## config.mk

```make
export PLATFORM = sky130hd
export DESIGN_NAME = josephus_elimination_order_top
export DESIGN_NICKNAME = d
export VERILOG_FILES = /design/src/sv/jose_pkg.sv /design/src/sv/jose_cell.sv /design/src/sv/jose_mod.sv /design/src/sv/josephus_elimination_order_top.sv
export SDC_FILE = /design/constraint.sdc
export NUM_CORES = 1
export LEC_CHECK = 0
export BUFFER_PORTS_ARGS = -buffer_cell sky130_fd_sc_hd__clkbuf_2
export CORE_AREA = 2 2 149 151
export CTS_CLUSTER_DIAMETER = 80
export CTS_CLUSTER_SIZE = 30
export DETAILED_ROUTE_END_ITERATION = 8
export DIE_AREA = 0 0 151 153
export SYNTH_ARGS = -nofsm -noshare
export SYNTH_HDL_FRONTEND = slang
export SYNTH_SLANG_ARGS = --single-unit
```

## constraint.sdc

```tcl
create_clock -name clk -period 5.6 [get_ports clk]
set_clock_uncertainty 0.1 [all_clocks]
set_input_delay 0.56 -clock clk [delete_from_list [all_inputs] [get_ports clk]]
set_output_delay 0.56 -clock clk [all_outputs]
set_load 0.05 [all_outputs]
```

## src/sv/jose_pkg.sv

```systemverilog
// shared widths, defaults and cell control type for the josephus order block
package jose_pkg;

    localparam int RING_W    = 7;
    localparam int STEP_W    = 10;
    localparam int N_MAX_DEF = 64;

    typedef struct packed {
        logic load;
        logic shift;
    } cell_ctrl_t;

endpackage

```

## src/sv/jose_cell.sv

```systemverilog
// one ring cell: holds the live flag of one position and rotates it toward the head
module jose_cell (
    input  logic                 clk,
    input  logic                 rst_n,
    input  jose_pkg::cell_ctrl_t ctrl,
    input  logic                 load_val,
    input  logic                 nbr,
    input  logic                 head,
    input  logic                 tail,
    output logic                 alive
);

    logic alive_reg;
    logic alive_next;

    always_comb
    begin
        alive_next = alive_reg;
        if (ctrl.load)
        begin
            alive_next = load_val;
        end
        else if (ctrl.shift)
        begin
            // the tail of the live ring takes the head bit back in
            alive_next = tail ? head : nbr;
        end
    end

    always_ff @(posedge clk or negedge rst_n)
    begin
        if (!rst_n)
        begin
            alive_reg <= 1'b0;
        end
        else
        begin
            alive_reg <= alive_next;
        end
    end

    assign alive = alive_reg;

endmodule

```

## src/sv/jose_mod.sv

```systemverilog
// shift-subtract remainder unit, one dividend bit per cycle
module jose_mod (
    input  logic                          clk,
    input  logic                          rst_n,
    input  logic                          go,
    input  logic [jose_pkg::STEP_W-1:0]   dividend,
    input  logic [jose_pkg::RING_W-1:0]   divisor,
    output logic                          done,
    output logic [jose_pkg::RING_W-1:0]   remainder
);

    localparam int CNT_W = $clog2(jose_pkg::STEP_W);

    logic                          run_reg;
    logic                          run_next;
    logic                          done_reg;
    logic                          done_next;
    logic [CNT_W-1:0]              cnt_reg;
    logic [CNT_W-1:0]              cnt_next;
    logic [jose_pkg::STEP_W-1:0]   dvd_reg;
    logic [jose_pkg::STEP_W-1:0]   dvd_next;
    logic [jose_pkg::RING_W-1:0]   div_reg;
    logic [jose_pkg::RING_W-1:0]   div_next;
    logic [jose_pkg::RING_W-1:0]   rem_reg;
    logic [jose_pkg::RING_W-1:0]   rem_next;
    logic [jose_pkg::RING_W-1:0]   trial;

    always_comb
    begin
        // remainder stays below the divisor, so its top bit is free for the shift
        trial     = {rem_reg[jose_pkg::RING_W-2:0], dvd_reg[jose_pkg::STEP_W-1]};
        run_next  = run_reg;
        done_next = 1'b0;
        cnt_next  = cnt_reg;
        dvd_next  = dvd_reg;
        div_next  = div_reg;
        rem_next  = rem_reg;
        if (go)
        begin
            run_next = 1'b1;
            cnt_next = CNT_W'(jose_pkg::STEP_W - 1);
            dvd_next = dividend;
            div_next = divisor;
            rem_next = '0;
        end
        else if (run_reg)
        begin
            rem_next = (trial >= div_reg) ? (trial - div_reg) : trial;
            dvd_next = {dvd_reg[jose_pkg::STEP_W-2:0], 1'b0};
            cnt_next = cnt_reg - CNT_W'(1);
            if (cnt_reg == '0)
            begin
                run_next  = 1'b0;
                done_next = 1'b1;
            end
        end
    end

    always_ff @(posedge clk or negedge rst_n)
    begin
        if (!rst_n)
        begin
            run_reg  <= 1'b0;
            done_reg <= 1'b0;
            cnt_reg  <= '0;
        end
        else
        begin
            run_reg  <= run_next;
            done_reg <= done_next;
            cnt_reg  <= cnt_next;
        end
    end

    always_ff @(posedge clk)
    begin
        dvd_reg <= dvd_next;
        div_reg <= div_next;
        rem_reg <= rem_next;
    end

    assign done      = done_reg;
    assign remainder = rem_reg;

endmodule

```

## src/sv/josephus_elimination_order_top.sv

```systemverilog
// josephus elimination order: rotating ring of live-flag cells with a remainder unit
//
//   channel   signals                          beat
//   request   start, busy, ring_size,          start high while busy low
//             step_count
//   result    result_strobe, position, last    one cycle per strobe, no stall
//
// each removal first runs the remainder unit (reduces k-1 modulo the live count) and
// then makes one ring rotation per position walked, at most n positions per removal.
// reset clears the ring, the counters and the control state; nothing is pending.
// busy stays high from the accepted beat until the last removal leaves the ring.
// each result comes from an output register; the strobe is high for one cycle, position and last hold until the next.
module josephus_elimination_order_top #(
    parameter int N_MAX = jose_pkg::N_MAX_DEF
) (
    input  logic                          clk,
    input  logic                          rst_n,
    input  logic                          start,
    output logic                          busy,
    input  logic [jose_pkg::RING_W-1:0]   ring_size,
    input  logic [jose_pkg::STEP_W-1:0]   step_count,
    output logic                          result_strobe,
    output logic [jose_pkg::RING_W-1:0]   position,
    output logic                          last
);

    localparam int IDX_W  = $clog2(N_MAX);
    localparam int RING_W = jose_pkg::RING_W;
    localparam int STEP_W = jose_pkg::STEP_W;

    typedef enum logic [2:0] {
        S_IDLE = 3'b001,
        S_MOD  = 3'b010,
        S_WALK = 3'b100
    } state_t;

    state_t                state_reg;
    state_t                state_next;
    logic [RING_W-1:0]     n_reg;
    logic [RING_W-1:0]     n_next;
    logic [RING_W-1:0]     left_reg;
    logic [RING_W-1:0]     left_next;
    logic [RING_W-1:0]     steps_reg;
    logic [RING_W-1:0]     steps_next;
    logic [IDX_W-1:0]      idx_reg;
    logic [IDX_W-1:0]      idx_next;
    logic [STEP_W-1:0]     km1_reg;
    logic [STEP_W-1:0]     km1_next;
    logic                  strobe_reg;
    logic                  strobe_next;
    logic [RING_W-1:0]     pos_reg;
    logic [RING_W-1:0]     pos_next;
    logic                  last_reg;
    logic                  last_next;

    logic [RING_W-1:0]     n_eff;
    logic [STEP_W-1:0]     km1_eff;
    logic                  accept;
    logic                  hit;
    logic                  remove;
    logic                  mod_go;
    logic [STEP_W-1:0]     mod_dvd;
    logic [RING_W-1:0]     mod_div;
    logic                  mod_done;
    logic [RING_W-1:0]     mod_rem;
    logic [IDX_W-1:0]      idx_adv;
    logic                  head_bit;
    jose_pkg::cell_ctrl_t  cell_ctrl;
    logic [N_MAX-1:0]      alive;

    assign n_eff   = (ring_size > RING_W'(N_MAX)) ? RING_W'(N_MAX) : ring_size;
    assign km1_eff = (step_count == '0) ? '0 : (step_count - STEP_W'(1));
    assign accept  = start && (state_reg == S_IDLE);
    assign hit     = alive[0];
    assign remove  = (state_reg == S_WALK) && hit && (steps_reg == RING_W'(1));
    assign head_bit = alive[0] && !remove;
    assign idx_adv = (RING_W'(idx_reg) == (n_reg - RING_W'(1))) ? '0 : (idx_reg + IDX_W'(1));

    always_comb
    begin
        cell_ctrl.load  = accept && (n_eff != '0);
        cell_ctrl.shift = (state_reg == S_WALK);
    end

    genvar gi;
    generate
        for (gi = 0; gi < N_MAX; gi++)
        begin : g_cell
            logic nbr;
            logic load_val;
            logic tail;

            if (gi < N_MAX - 1)
            begin : g_inner
                assign nbr = alive[gi+1];
            end
            else
            begin : g_end
                assign nbr = 1'b0;
            end

            assign load_val = (RING_W'(gi) < n_eff);
            assign tail     = (RING_W'(gi) == (n_reg - RING_W'(1)));

            jose_cell u_cell (
                .clk      (clk),
                .rst_n    (rst_n),
                .ctrl     (cell_ctrl),
                .load_val (load_val),
                .nbr      (nbr),
                .head     (head_bit),
                .tail     (tail),
                .alive    (alive[gi])
            );
        end
    endgenerate

    always_comb
    begin
        mod_go  = 1'b0;
        mod_dvd = km1_reg;
        mod_div = left_reg - RING_W'(1);
        if (state_reg == S_IDLE)
        begin
            mod_go  = accept && (n_eff != '0);
            mod_dvd = km1_eff;
            mod_div = n_eff;
        end
        else if (remove && (left_reg != RING_W'(1)))
        begin
            mod_go = 1'b1;
        end
    end

    jose_mod u_mod (
        .clk       (clk),
        .rst_n     (rst_n),
        .go        (mod_go),
        .dividend  (mod_dvd),
        .divisor   (mod_div),
        .done      (mod_done),
        .remainder (mod_rem)
    );

    always_comb
    begin
        state_next  = state_reg;
        n_next      = n_reg;
        left_next   = left_reg;
        steps_next  = steps_reg;
        idx_next    = idx_reg;
        km1_next    = km1_reg;
        strobe_next = 1'b0;
        pos_next    = pos_reg;
        last_next   = last_reg;
        case (state_reg)
            S_IDLE:
            begin
                if (accept && (n_eff != '0))
                begin
                    n_next     = n_eff;
                    left_next  = n_eff;
                    km1_next   = km1_eff;
                    idx_next   = '0;
                    state_next = S_MOD;
                end
            end
            S_MOD:
            begin
                if (mod_done)
                begin
                    steps_next = mod_rem + RING_W'(1);
                    state_next = S_WALK;
                end
            end
            S_WALK:
            begin
                idx_next = idx_adv;
                if (remove)
                begin
                    strobe_next = 1'b1;
                    pos_next    = RING_W'(idx_reg) + RING_W'(1);
                    last_next   = (left_reg == RING_W'(1));
                    left_next   = left_reg - RING_W'(1);
                    state_next  = (left_reg == RING_W'(1)) ? S_IDLE : S_MOD;
                end
                else if (hit)
                begin
                    steps_next = steps_reg - RING_W'(1);
                end
            end
            default:
            begin
                state_next = S_IDLE;
            end
        endcase
    end

    always_ff @(posedge clk or negedge rst_n)
    begin
        if (!rst_n)
        begin
            state_reg  <= S_IDLE;
            n_reg      <= '0;
            left_reg   <= '0;
            steps_reg  <= '0;
            idx_reg    <= '0;
            strobe_reg <= 1'b0;
        end
        else
        begin
            state_reg  <= state_next;
            n_reg      <= n_next;
            left_reg   <= left_next;
            steps_reg  <= steps_next;
            idx_reg    <= idx_next;
            strobe_reg <= strobe_next;
        end
    end

    always_ff @(posedge clk)
    begin
        km1_reg  <= km1_next;
        pos_reg  <= pos_next;
        last_reg <= last_next;
    end

    assign busy          = (state_reg != S_IDLE);
    assign result_strobe = strobe_reg;
    assign position      = pos_reg;
    assign last          = last_reg;

endmodule
```

* Word-level counts from Yosys, hierarchy flattened *
Index checks and enable logic that the tools add are counted.
Widths: inputs -> output; s select.

storage, ports and cells
  register bits after elaboration = 143
  bits of input ports = 20
  logic and storage cells = 477

operators by class
  add/sub/neg operators = 9
  order comparisons = 66
  equality and inequality tests = 76
  muxes and demuxes = 226
  reduce and logical (&&, ||, !) cells = 21

operators by type and width
  operator               count
  $eq 6x7->1 const A     32
  $lt 6x7->1 const A     32
  $mux 1                 202
  $eq 5x7->1 const A     16
  $lt 5x7->1 const A     16
  $eq 4x7->1 const A     8
  $lt 4x7->1 const A     8
  $mux 7                 8
  $mux 10                4
  $eq 3x7->1 const A     4
  $lt 3x7->1 const A     4
  $pmux 7 s2             2
  $sub 7x1->7 const B    3
  $eq 2x7->1 const A     2
  $eq 7x1->1 const B     2
  $lt 1x7->1 const A     2
  $lt 2x7->1 const A     2
  $mux 6                 2
  $pmux 6 s2             1
  $logic_not 10->1       1
  $sub 10x1->10 const B  1
  $mux 3                 3
  $pmux 3 s3             1
  $mux 4                 2
  other kinds (26)       40

* Depth between registers and ports, before layout *
Gate-level depths: netlist of the first run.

  word-level depth = 8
  depth in mapped cells = 11
  gate-level depth less buffers = 9

* By module *
Synthesis of the first run repeated with hierarchy kept, for this count alone.

unflattened totals
  cell total of the unflattened synthesis = 1113
  area, all modules = 9893.2 µm²

modules (own cells, without submodules)
  module                          times used  cells an instance  area each (µm²)  sequential area each (µm²)
  josephus_elimination_order_top  1           584                4215.3           1317.5
  jose_cell                       64          6                  63.8             25.0
  jose_mod                        1           145                1594.0           800.8

* Worst setup path before layout of the first run *
Ideal clock, no wire load.

  path type = flip-flop to flip-flop
  start point = register n_reg[0]
  end point = register g_cell[3].u_cell.alive_reg
  setup time = 82 ps
  arrival = 2209 ps
  setup slack = 3208 ps
  stages on the path, launching flop included = 11
  period minus slack after synthesis = 2392 ps
  cell sequence = dfrtp_1 buf_6 inv_1 ha_1 o21bai_1 a211o_1 a31o_1 buf_6 nor2_1 mux2_2 o22ai_1

on the way
  word-level cells in the longest chain between the ends = 5

RTL lines
  item                      line                                   RTL
  start: declaration        josephus_elimination_order_top.sv:39   logic [RING_W-1:0] n_reg;
  start signal: assignment  josephus_elimination_order_top.sv:213  n_reg <= n_next;
  $sub 7x1->7               josephus_elimination_order_top.sv:103  assign tail = (RING_W'(gi) == (n_reg - RING_W'(1)));
  $eq 2x7->1                josephus_elimination_order_top.sv:103
  $mux 1                    jose_cell.sv:26                        alive_next = tail ? head : nbr;
  $mux 1                    jose_cell.sv:23                        else if (ctrl.shift)
  $mux 1                    jose_cell.sv:19                        if (ctrl.load)
  end signal: assignment    jose_cell.sv:38                        alive_reg <= alive_next;
  end: declaration          jose_cell.sv:13                        logic alive_reg;

No other way between the ends. The select of a mux whose other input is x is not followed.
A chain may end at the register's enable or synchronous reset.

* Final worst setup path of the first run *
  start point = register n_reg[0]
  end point = register g_cell[31].u_cell.alive_reg

on the way
  word-level cells in the longest chain between the ends = 5

RTL lines
  item                    line
  $sub 7x1->7             josephus_elimination_order_top.sv:103
  $eq 5x7->1              josephus_elimination_order_top.sv:103
  $mux 1                  jose_cell.sv:26
  $mux 1                  jose_cell.sv:23
  $mux 1                  jose_cell.sv:19
  end signal: assignment  jose_cell.sv:38
  end: declaration        jose_cell.sv:13

No other way between the ends. The select of a mux whose other input is x is not followed.

==> impl_metrics.ini, run 1 <==
[run_status]
status = finished, final reports clean

[route]
antenna_left = 0
vias = 7727
viasPerCell = 5.87
route.final.wire_length_um = 24800
wire_per_inst_um = 18.8
drtIter0Drc = 745
firstDrtPassIters = 5
drc = 0

[die]
fp.dieArea_mm2 = 0.0231
die_h_um = 153
die_x_um = 151
boundaryPins = 30
coreArea_mm2 = 0.0215
rows = 54
initial_core_util_pct = 42.5

[sta]
slew_headroom_pct = 19.0
setup_viol = 0
tightestPinTransition_ns = 1.20
period_minus_slack_ns = 3.38
whs_ns = 0.134
clock.fmax_ghz = 0.296
final_hold_viol_count = 0
fin_tns_setup_ns = 0
rsz0062_at_grt = no
fin_crit_sh_pct = 60.4
maxSlewViolCount = 0

[global_route]
grt_pass1_vias = 7290
grt.total_usage_pct = 22.2
grt_overflow = 0
antenna_found_initial = 0
grt_max_degree = 60
grt_pass1_wl_um = 40300

[cts]
hold_buffers = 0
cts-htree-levels = 4
clk_pin_slew_ns = 0.06
insertion_delay_ns = 0.43
ctsResizeCount = 0
postCtsSetupBuffers = 0
cts_buffer_depth = 2
cts_buffers = 17
cts_tree = yes
ctsRootBufferMaster = clkbuf_16
cts.sinks = 143

[pwr]
p_clk_share_pct = 20.8
design_power_total_w = 0.00504
switching_power_w = 0.00216
combPwrFrac_pct = 43.4
leakagePower_nw = 3.73
power.density_mw_per_mm2 = 511
p_int_w = 0.00288
p_seq_share_pct = 35.8
ir_worst_vdd_mv = 0.252
p_sw_share_pct = 42.8

[setup_path]
crit_family = compound AO/OA/AOI/OAI gates
crit_type = reg -> reg
rrSetupSlack_ns = 2.22
cpPeakStageDelay_ns = 0.76
start_kind = register
arrival_ns = 3.59
crit_slowest_cell = a2bb2oi_2
cp-end-kind = register
crit_chain = inv_1 -> ha_1 -> or3b_4 -> nand2_1 -> a2bb2oi_2 -> or3_1 -> a21oi_1 -> a221o_1
path_buf_inv = 1
cp.required_ns = 5.81
cp_max_fo = 22

[synth]
syn_area_mm2 = 0.00913
ys.flop_type = dfrtp_1
async_flop_share_pct = 70.6
synth-seq-cells = 143
syn_area_per_cell_um2 = 8.86
synthDistinctLibCells = 90
syn_nets = 1072
synth_edf_count = 35
yosysWarnings = 0
syn-instance-count = 1030
yosysSeqAreaShare_pct = 40.8

[placed_design]
gp_congestion = 0.910
place_hpwl_um = 16700
port_buffers = 29
dpl.cell_count = 1284

[worst_hold_path]
hp-class = in -> async

[cells_and_area]
nets = 1066
n_antenna_cell = 0
area_delta_synth_final_pct = 8.22
utilization_pct = 46.0
nFillCells = 2128
drive_gt1_share_pct = 10.9
finalNonFillerCells = 1317
largest_register_ff_count = 64
multi_input_area_mm2 = 0.00491
seq_area_mm2 = 0.00372

[job]
max_cap_violations = 0
[per-stage QoR]
stage	setup slack, ns	area (um2)
3_3_place_gp	2.15	9330
2_1_floorplan	3.21	9130
5_1_grt	1.96	9880
4_1_cts	2.27	9870
6_report	2.22	9880
3_5_place_dp	2.04	9330
[area by class of cell]
class / instances / share of cell area [%]
clock inverter: 11 / 0.671
tap: 280 / 3.55
inverter: 37 / 1.41
multi-input combinational: 786 / 49.7
sequential: 143 / 37.7
timing repair buffer: 39 / 2.25
clock buffer: 21 / 4.78
[kinds of logic (layout without fill, tap and decap cells)]
| family | Yosys count | after routing | share of synthesized area (%) |
|---|---|---|---|
| xor+xnor | 32 | 32 | 3.07 |
| buf+inv | 101 | 108 | 5.57 |
| compound gates | 334 | 334 | 23.3 |
| simple gates | 352 | 352 | 19.2 |
| fa+ha+maj | 22 | 22 | 3.10 |
| flops | 143 | 143 | 40.8 |
| mux | 46 | 46 | 5.07 |
[layer usage]
layer,track usage [%],vias up,wire length (um)
met5,0,-,0
met4,5.65,0,355
met3,4.66,27,1710
met2,33.1,268,11100
met1,32.9,3714,11600
li1,-,3718,-
[worst reg2reg max path: cells and delay by family (launching register included)]
family / cells / cell delay, ns
buffers and inverters: 1 / 0.18
AND/OR/NAND/NOR: 3 / 0.83
adder cells (fa/ha/maj): 1 / 0.52
AO/OA/AOI/OAI: 3 / 1.11
flip-flops: 1 / 0.54
[power by group through the flow]
stage	Clock (W)	Sequential (W)	Combinational (W)
2_1_floorplan	0	0.00165	0.00185
3_3_place_gp	0	0.00181	0.00214
3_5_place_dp	0	0.00182	0.00217
4_1_cts	0.00107	0.00180	0.00218
5_1_grt	0.00111	0.00185	0.00246
6_report	0.00105	0.00181	0.00219
[synth_stat cells (4+ instances only)]
cell type / n / area (um2)
nor2_1: 112 / 420
o21ai_0: 110 / 551
dfrtp_1: 100 / 2500
nand2_1: 92 / 345
a21oi_1: 80 / 400
mux2i_1: 44 / 440
edfxtp_1: 35 / 1050
nor3_1: 34 / 170
inv_1: 33 / 124
buf_2: 31 / 155
nand3_1: 27 / 135
ha_1: 21 / 263
xnor2_1: 19 / 166
o21ai_1: 18 / 90.1
or3_1: 16 / 100
clkbuf_1: 15 / 56.3
a211oi_1: 14 / 105
o211ai_1: 13 / 97.6
xor2_1: 13 / 114
nand2b_1: 11 / 68.8
o21a_1: 11 / 82.6
a31oi_1: 10 / 62.6
o31ai_1: 10 / 75.1
buf_4: 8 / 60.1
buf_6: 8 / 90.1
dfxtp_1: 7 / 140
a211o_1: 6 / 52.6
nor2_2: 6 / 37.5
nor2b_1: 6 / 37.5
o32ai_1: 6 / 52.6
or2_2: 6 / 37.5
a21o_1: 4 / 30.0
inv_2: 4 / 15.0
nand4b_1: 4 / 35.0
nor4_1: 4 / 25.0
o22a_1: 4 / 35.0
o22ai_1: 4 / 25.0
o32a_1: 4 / 40.0
[layout by cell type, fill, tap and decap left out, drive strengths merged, types with 7 or more instances in the layout]
| master | instances |
|---|---|
| o21ai | 130 |
| nor2 | 120 |
| dfrtp | 100 |
| nand2 | 93 |
| a21oi | 81 |
| clkbuf | 49 |
| mux2i | 44 |
| inv | 38 |
| nor3 | 36 |
| edfxtp | 35 |
| nand3 | 27 |
| ha | 21 |
| xnor2 | 19 |
| or3 | 16 |
| a211oi | 16 |
| xor2 | 13 |
| o211ai | 13 |
| nand2b | 11 |
| o21a | 11 |
| buf | 11 |
| a31oi | 11 |
| o31ai | 10 |
| nor4 | 8 |
| dfxtp | 7 |
| nor2b | 7 |
| clkinv | 7 |
[final timing paths]
kind | start | cells after the start | end
max in group asynchronous | rst_n | 2 | g_cell[3].u_cell.alive
worst max register to register | n_reg[0] | 8 | g_cell[31].u_cell.alive
worst min-delay path | rst_n | 1 | u_mod.cnt_reg[0]
worst min register to register | g_cell[47].u_cell.alive | 1 | g_cell[47].u_cell.alive
worst max-delay path | n_reg[0] | 8 | g_cell[31].u_cell.alive
min in group clk | g_cell[47].u_cell.alive | 1 | g_cell[47].u_cell.alive
(Power assumes the default switching activity.)
==> inputs of run 2 (changes only) <==
- clock period: 5.6 -> 3.44 ns (I/O delays scaled with it)
==> impl_metrics.ini, run 2 (synthesis results as in run 1) <==
[global_route]
grt_pass1_wl_um = 41600
antenna_found_initial = 0
grt_max_degree = 51
grt_overflow = 0
grt.total_usage_pct = 23.0
grt_pass1_vias = 7545

[cts]
cts.sinks = 143
insertion_delay_ns = 0.43
cts_buffer_depth = 2
cts-htree-levels = 4
cts_tree = yes
postCtsSetupBuffers = 0
hold_buffers = 1
cts_buffers = 17
ctsRootBufferMaster = clkbuf_16
clk_pin_slew_ns = 0.06
ctsResizeCount = 0

[setup_path]
cp.required_ns = 3.71
crit_family = compound AO/OA/AOI/OAI gates
cp-end-kind = register
cpPeakStageDelay_ns = 0.82
crit_type = reg -> reg
path_buf_inv = 1
arrival_ns = 3.03
crit_chain = inv_1 -> ha_1 -> or2_2 -> a21oi_1 -> o21ai_0 -> o21ai_0 -> a21oi_1 -> o22a_1
crit_slowest_cell = o21ai_0
start_kind = register
cp_max_fo = 17

[die]
fp.dieArea_mm2 = 0.0231
boundaryPins = 30
die_x_um = 151
initial_core_util_pct = 42.5
die_h_um = 153
rows = 54
coreArea_mm2 = 0.0215

[route]
viasPerCell = 5.84
vias = 7854
antenna_left = 0
wire_per_inst_um = 18.9
firstDrtPassIters = 5
route.final.wire_length_um = 25400
drtIter0Drc = 714
drc = 0

[pwr]
leakagePower_nw = 3.91
ir_worst_vdd_mv = 0.426
power.density_mw_per_mm2 = 843

[sta]
slew_headroom_pct = 30.8
rsz0062_at_grt = no
fin_tns_setup_ns = 0
period_minus_slack_ns = 2.76
maxSlewViolCount = 0
final_hold_viol_count = 0
setup_viol = 0
tightestPinTransition_ns = 1.03
clock.fmax_ghz = 0.363
fin_crit_sh_pct = 80.2

[placed_design]
gp_congestion = 0.866
port_buffers = 29
place_hpwl_um = 17200
dpl.cell_count = 1313

[cells_and_area]
area_delta_synth_final_pct = 11.7
n_antenna_cell = 0
finalNonFillerCells = 1346
final_common_cell = nor2_1
largest_register_ff_count = 64
nets = 1095
mostFrequentLayoutCells = nor2_1, o21ai_0, dfrtp_1
drive_gt1_share_pct = 13.3

[run_status]
status = finished, final reports clean

[worst_hold_path]
hp-class = in -> reg

[job]
max_cap_violations = 0
run 2: changes by cell type in the layout (fill, tap and decap cells not counted), sizes merged, moves of 2 or more:
cell / previous run / this run
buf: 11 / 39
inv: 38 / 40
bufinv: 0 / 3
clkinv: 7 / 4
run 2: worst register-to-register path: stages, from the launching register on:
cell and delay, ns:
dfrtp_1 0.37, inv_1 0.11, ha_1 0.47, or2_2 0.21, a21oi_1 0.06, o21ai_0 0.82
o21ai_0 0.22, a21oi_1 0.20, o22a_1 0.14
run 2: worst paths after layout:
path | to | startpoint | cells after the start | slack [ns]
min in group asynchronous | u_mod.cnt_reg[2] | rst_n | 2 | 0.41
worst max register to register | g_cell[25].u_cell.alive | n_reg[0] | 8 | 0.68
worst max-delay path | g_cell[25].u_cell.alive | n_reg[0] | 8 | 0.68
max in group asynchronous | state_reg[0] | rst_n | 3 | 2.00
worst min register to register | g_cell[21].u_cell.alive | g_cell[21].u_cell.alive | 2 | 0.40
worst min-delay path | km1_reg[0] | step_count[0] | 2 | 0.16
run 2: cell type report:
class | instances | area [um2]
Clock buffer | 20 | 458
Clock inverter | 12 | 156
Fill cell | 2074 | 11300
Inverter | 37 | 139
Multi-Input combinational cell | 786 | 4910
Sequential cell | 143 | 3720
Tap cell | 280 | 350
Timing Repair Buffer | 68 | 468
run 2: power breakdown:
| part | internal [W] | total, W | switching [W] | leakage, nW |
|---|---|---|---|---|
| Combinational | 0.00146 | 0.00374 | 0.00228 | 2.09 |
| Sequential | 0.00238 | 0.00289 | 0.000516 | 1.52 |
| Clock | 0.00119 | 0.00196 | 0.000775 | 0.296 |
| Total | 0.00503 | 0.00860 | 0.00357 | 3.91 |
run 2: metrics by stage:
step	utilization (%)	hold WS (ns)	instance area [um2]	power, W	setup slack, ns
final	47.5	0.159	10200	0.00860	0.681
after CTS	47.5	0.152	10200	0.00860	0.742
after floorplan	-	-0.0516	9130	0.00570	1.05
after detailed placement	44.6	0.355	9580	0.00662	0.762
after global routing	47.5	0.191	10200	0.00924	0.433
after global placement	44.6	0.366	9580	0.00656	0.799
run 2: layer usage:
| metal | track usage, % | wire, um | up-vias |
|---|---|---|---|
| met2 | 34.8 | 11500 | 261 |
| li1 | - | - | 3777 |
| met5 | 0 | 0 | - |
| met1 | 33.1 | 11800 | 3780 |
| met4 | 6.41 | 479 | 0 |
| met3 | 4.90 | 1560 | 36 |
==> inputs of run 3 (changes only) <==
- clock period: 3.44 -> 2.5 ns (I/O delays scaled with it)
==> impl_metrics.ini, run 3 (synthesis results as in run 1) <==
[cells_and_area]
final_common_cell = nor2_1
seq_area_mm2 = 0.00372
drive_gt1_share_pct = 17.6
mostFrequentLayoutCells = nor2_1, o21ai_0, dfrtp_1
n_antenna_cell = 0
largest_register_ff_count = 64
nFillCells = 2076
multi_input_area_mm2 = 0.00496
stdcell_area_mm2 = 0.0107
nets = 1139
area_delta_synth_final_pct = 16.8

[route]
drtIter0Drc = 757
firstDrtPassIters = 5
drc = 0
wire_per_inst_um = 18.9
viasPerCell = 5.83
antenna_left = 0
route.final.wire_length_um = 26200
vias = 8098

[sta]
period_minus_slack_ns = 2.34
whs_ns = 0.0752
setup_viol = 0
final_hold_viol_count = 0
tightestPinTransition_ns = 0.887
clock.fmax_ghz = 0.428
slew_headroom_pct = 40.5
fin_crit_sh_pct = 93.5
fin_ws_ns = 0.162
fin_tns_setup_ns = 0
rsz0062_at_grt = yes
maxSlewViolCount = 0

[pwr]
leakagePower_nw = 4.15
p_sw_share_pct = 41.1
ir_worst_vdd_mv = 0.557
power.density_mw_per_mm2 = 1160
p_int_w = 0.00728
design_power_total_w = 0.0124
combPwrFrac_pct = 47.6
p_clk_share_pct = 21.1
p_seq_share_pct = 31.3
switching_power_w = 0.00508

[die]
coreArea_mm2 = 0.0215
fp.dieArea_mm2 = 0.0231
initial_core_util_pct = 42.5
rows = 54
die_x_um = 151
boundaryPins = 30
die_h_um = 153

[cts]
insertion_delay_ns = 0.43
cts_buffer_depth = 2
ctsRootBufferMaster = clkbuf_16
cts_tree = yes
cts_buffers = 17
cts.sinks = 143
clk_pin_slew_ns = 0.06
cts-htree-levels = 4

[global_route]
grt_pass1_wl_um = 42500
grt_pass1_vias = 7776
antenna_found_initial = 0
grt_overflow = 0
grt_max_degree = 49
grt.total_usage_pct = 23.5

[setup_path]
arrival_ns = 2.57
cp_max_fo = 13
crit_chain = buf_4 -> or3_1 -> a21oi_1 -> o21ai_1 -> nor2_1 -> mux2i_1 -> a211oi_1
crit_family = compound AO/OA/AOI/OAI gates
start_kind = register
crit_type = reg -> reg
cp-end-kind = register
path_buf_inv = 1
cp.required_ns = 2.74
cpPeakStageDelay_ns = 0.43
crit_slowest_cell = or3_1

[job]
max_cap_violations = 0

[worst_hold_path]
hp-class = in -> reg

[run_status]
status = finished, final reports clean

[placed_design]
place_hpwl_um = 18000
place_ws_ns = -0.0100
place_area_mm2 = 0.00999
gp_congestion = 0.929
port_buffers = 29
run 3: cell count changes in the layout (fill, tap and decap cells not counted), sizes merged:
cell and change:
buf +44, clkinvlp +2, inv -2, bufinv -1, clkbuf +1
run 3: path summary, 6_finish.rpt:
kind | from | end | slack [ns] | cells past startpoint
setup reg to reg | n_reg[1] | g_cell[12].u_cell.alive | 0.16 | 7
hold / removal | step_count[0] | km1_reg[0] | 0.08 | 2
max in group asynchronous | rst_n | g_cell[28].u_cell.alive | 1.35 | 3
min in group asynchronous | rst_n | u_mod.run_reg | 0.24 | 2
hold reg to reg | g_cell[18].u_cell.alive | g_cell[18].u_cell.alive | 0.40 | 2
setup / recovery | n_reg[1] | g_cell[12].u_cell.alive | 0.16 | 7
run 3: power groups by stage:
stage	sequential, W	clock [W]	combinational [W]
4_1_cts	0.00386	0.00267	0.00578
3_3_place_gp	0.00389	0	0.00566
6_report	0.00387	0.00261	0.00588
5_1_grt	0.00397	0.00278	0.00651
3_5_place_dp	0.00389	0	0.00575
2_1_floorplan	0.00369	0	0.00415
run 3: per-layer routing:
metal	global-route usage [%]	vias up	wire length, um	share of wire [%]
met4	7.74	0	680	2.6
met1	33.5	3926	12200	46
met2	35.7	240	11900	45
met3	4.81	61	1440	5.5
li1	-	3871	-	-
met5	0.870	-	0	0
run 3: stage by stage:
stage / util, % / std cells
2_1_floorplan: - / 1030
3_3_place_gp: 46.5 / 1356
3_5_place_dp: 46.5 / 1356
4_1_cts: 49.3 / 1389
5_1_grt: 49.6 / 1390
6_report: 49.6 / 1390
run 3: timing repair:
action / 4_1_cts / 5_1_grt
endpoints found under the hold margin: 34 / 0
pin swaps: 0 / 1
resized for setup: 4 / 10
hold buffers: 1 / 0
endpoints found under the setup margin: 3 / 73
setup buffers: 0 / 1
run 3: area by class of cell:
cell class / instances / area share (%)
Multi-Input combinational cell: 786 / 46.5
Timing Repair Buffer: 112 / 8.31
Inverter: 37 / 1.30
Clock inverter: 11 / 1.22
Clock buffer: 21 / 4.43
Tap cell: 280 / 3.29
Sequential cell: 143 / 34.9
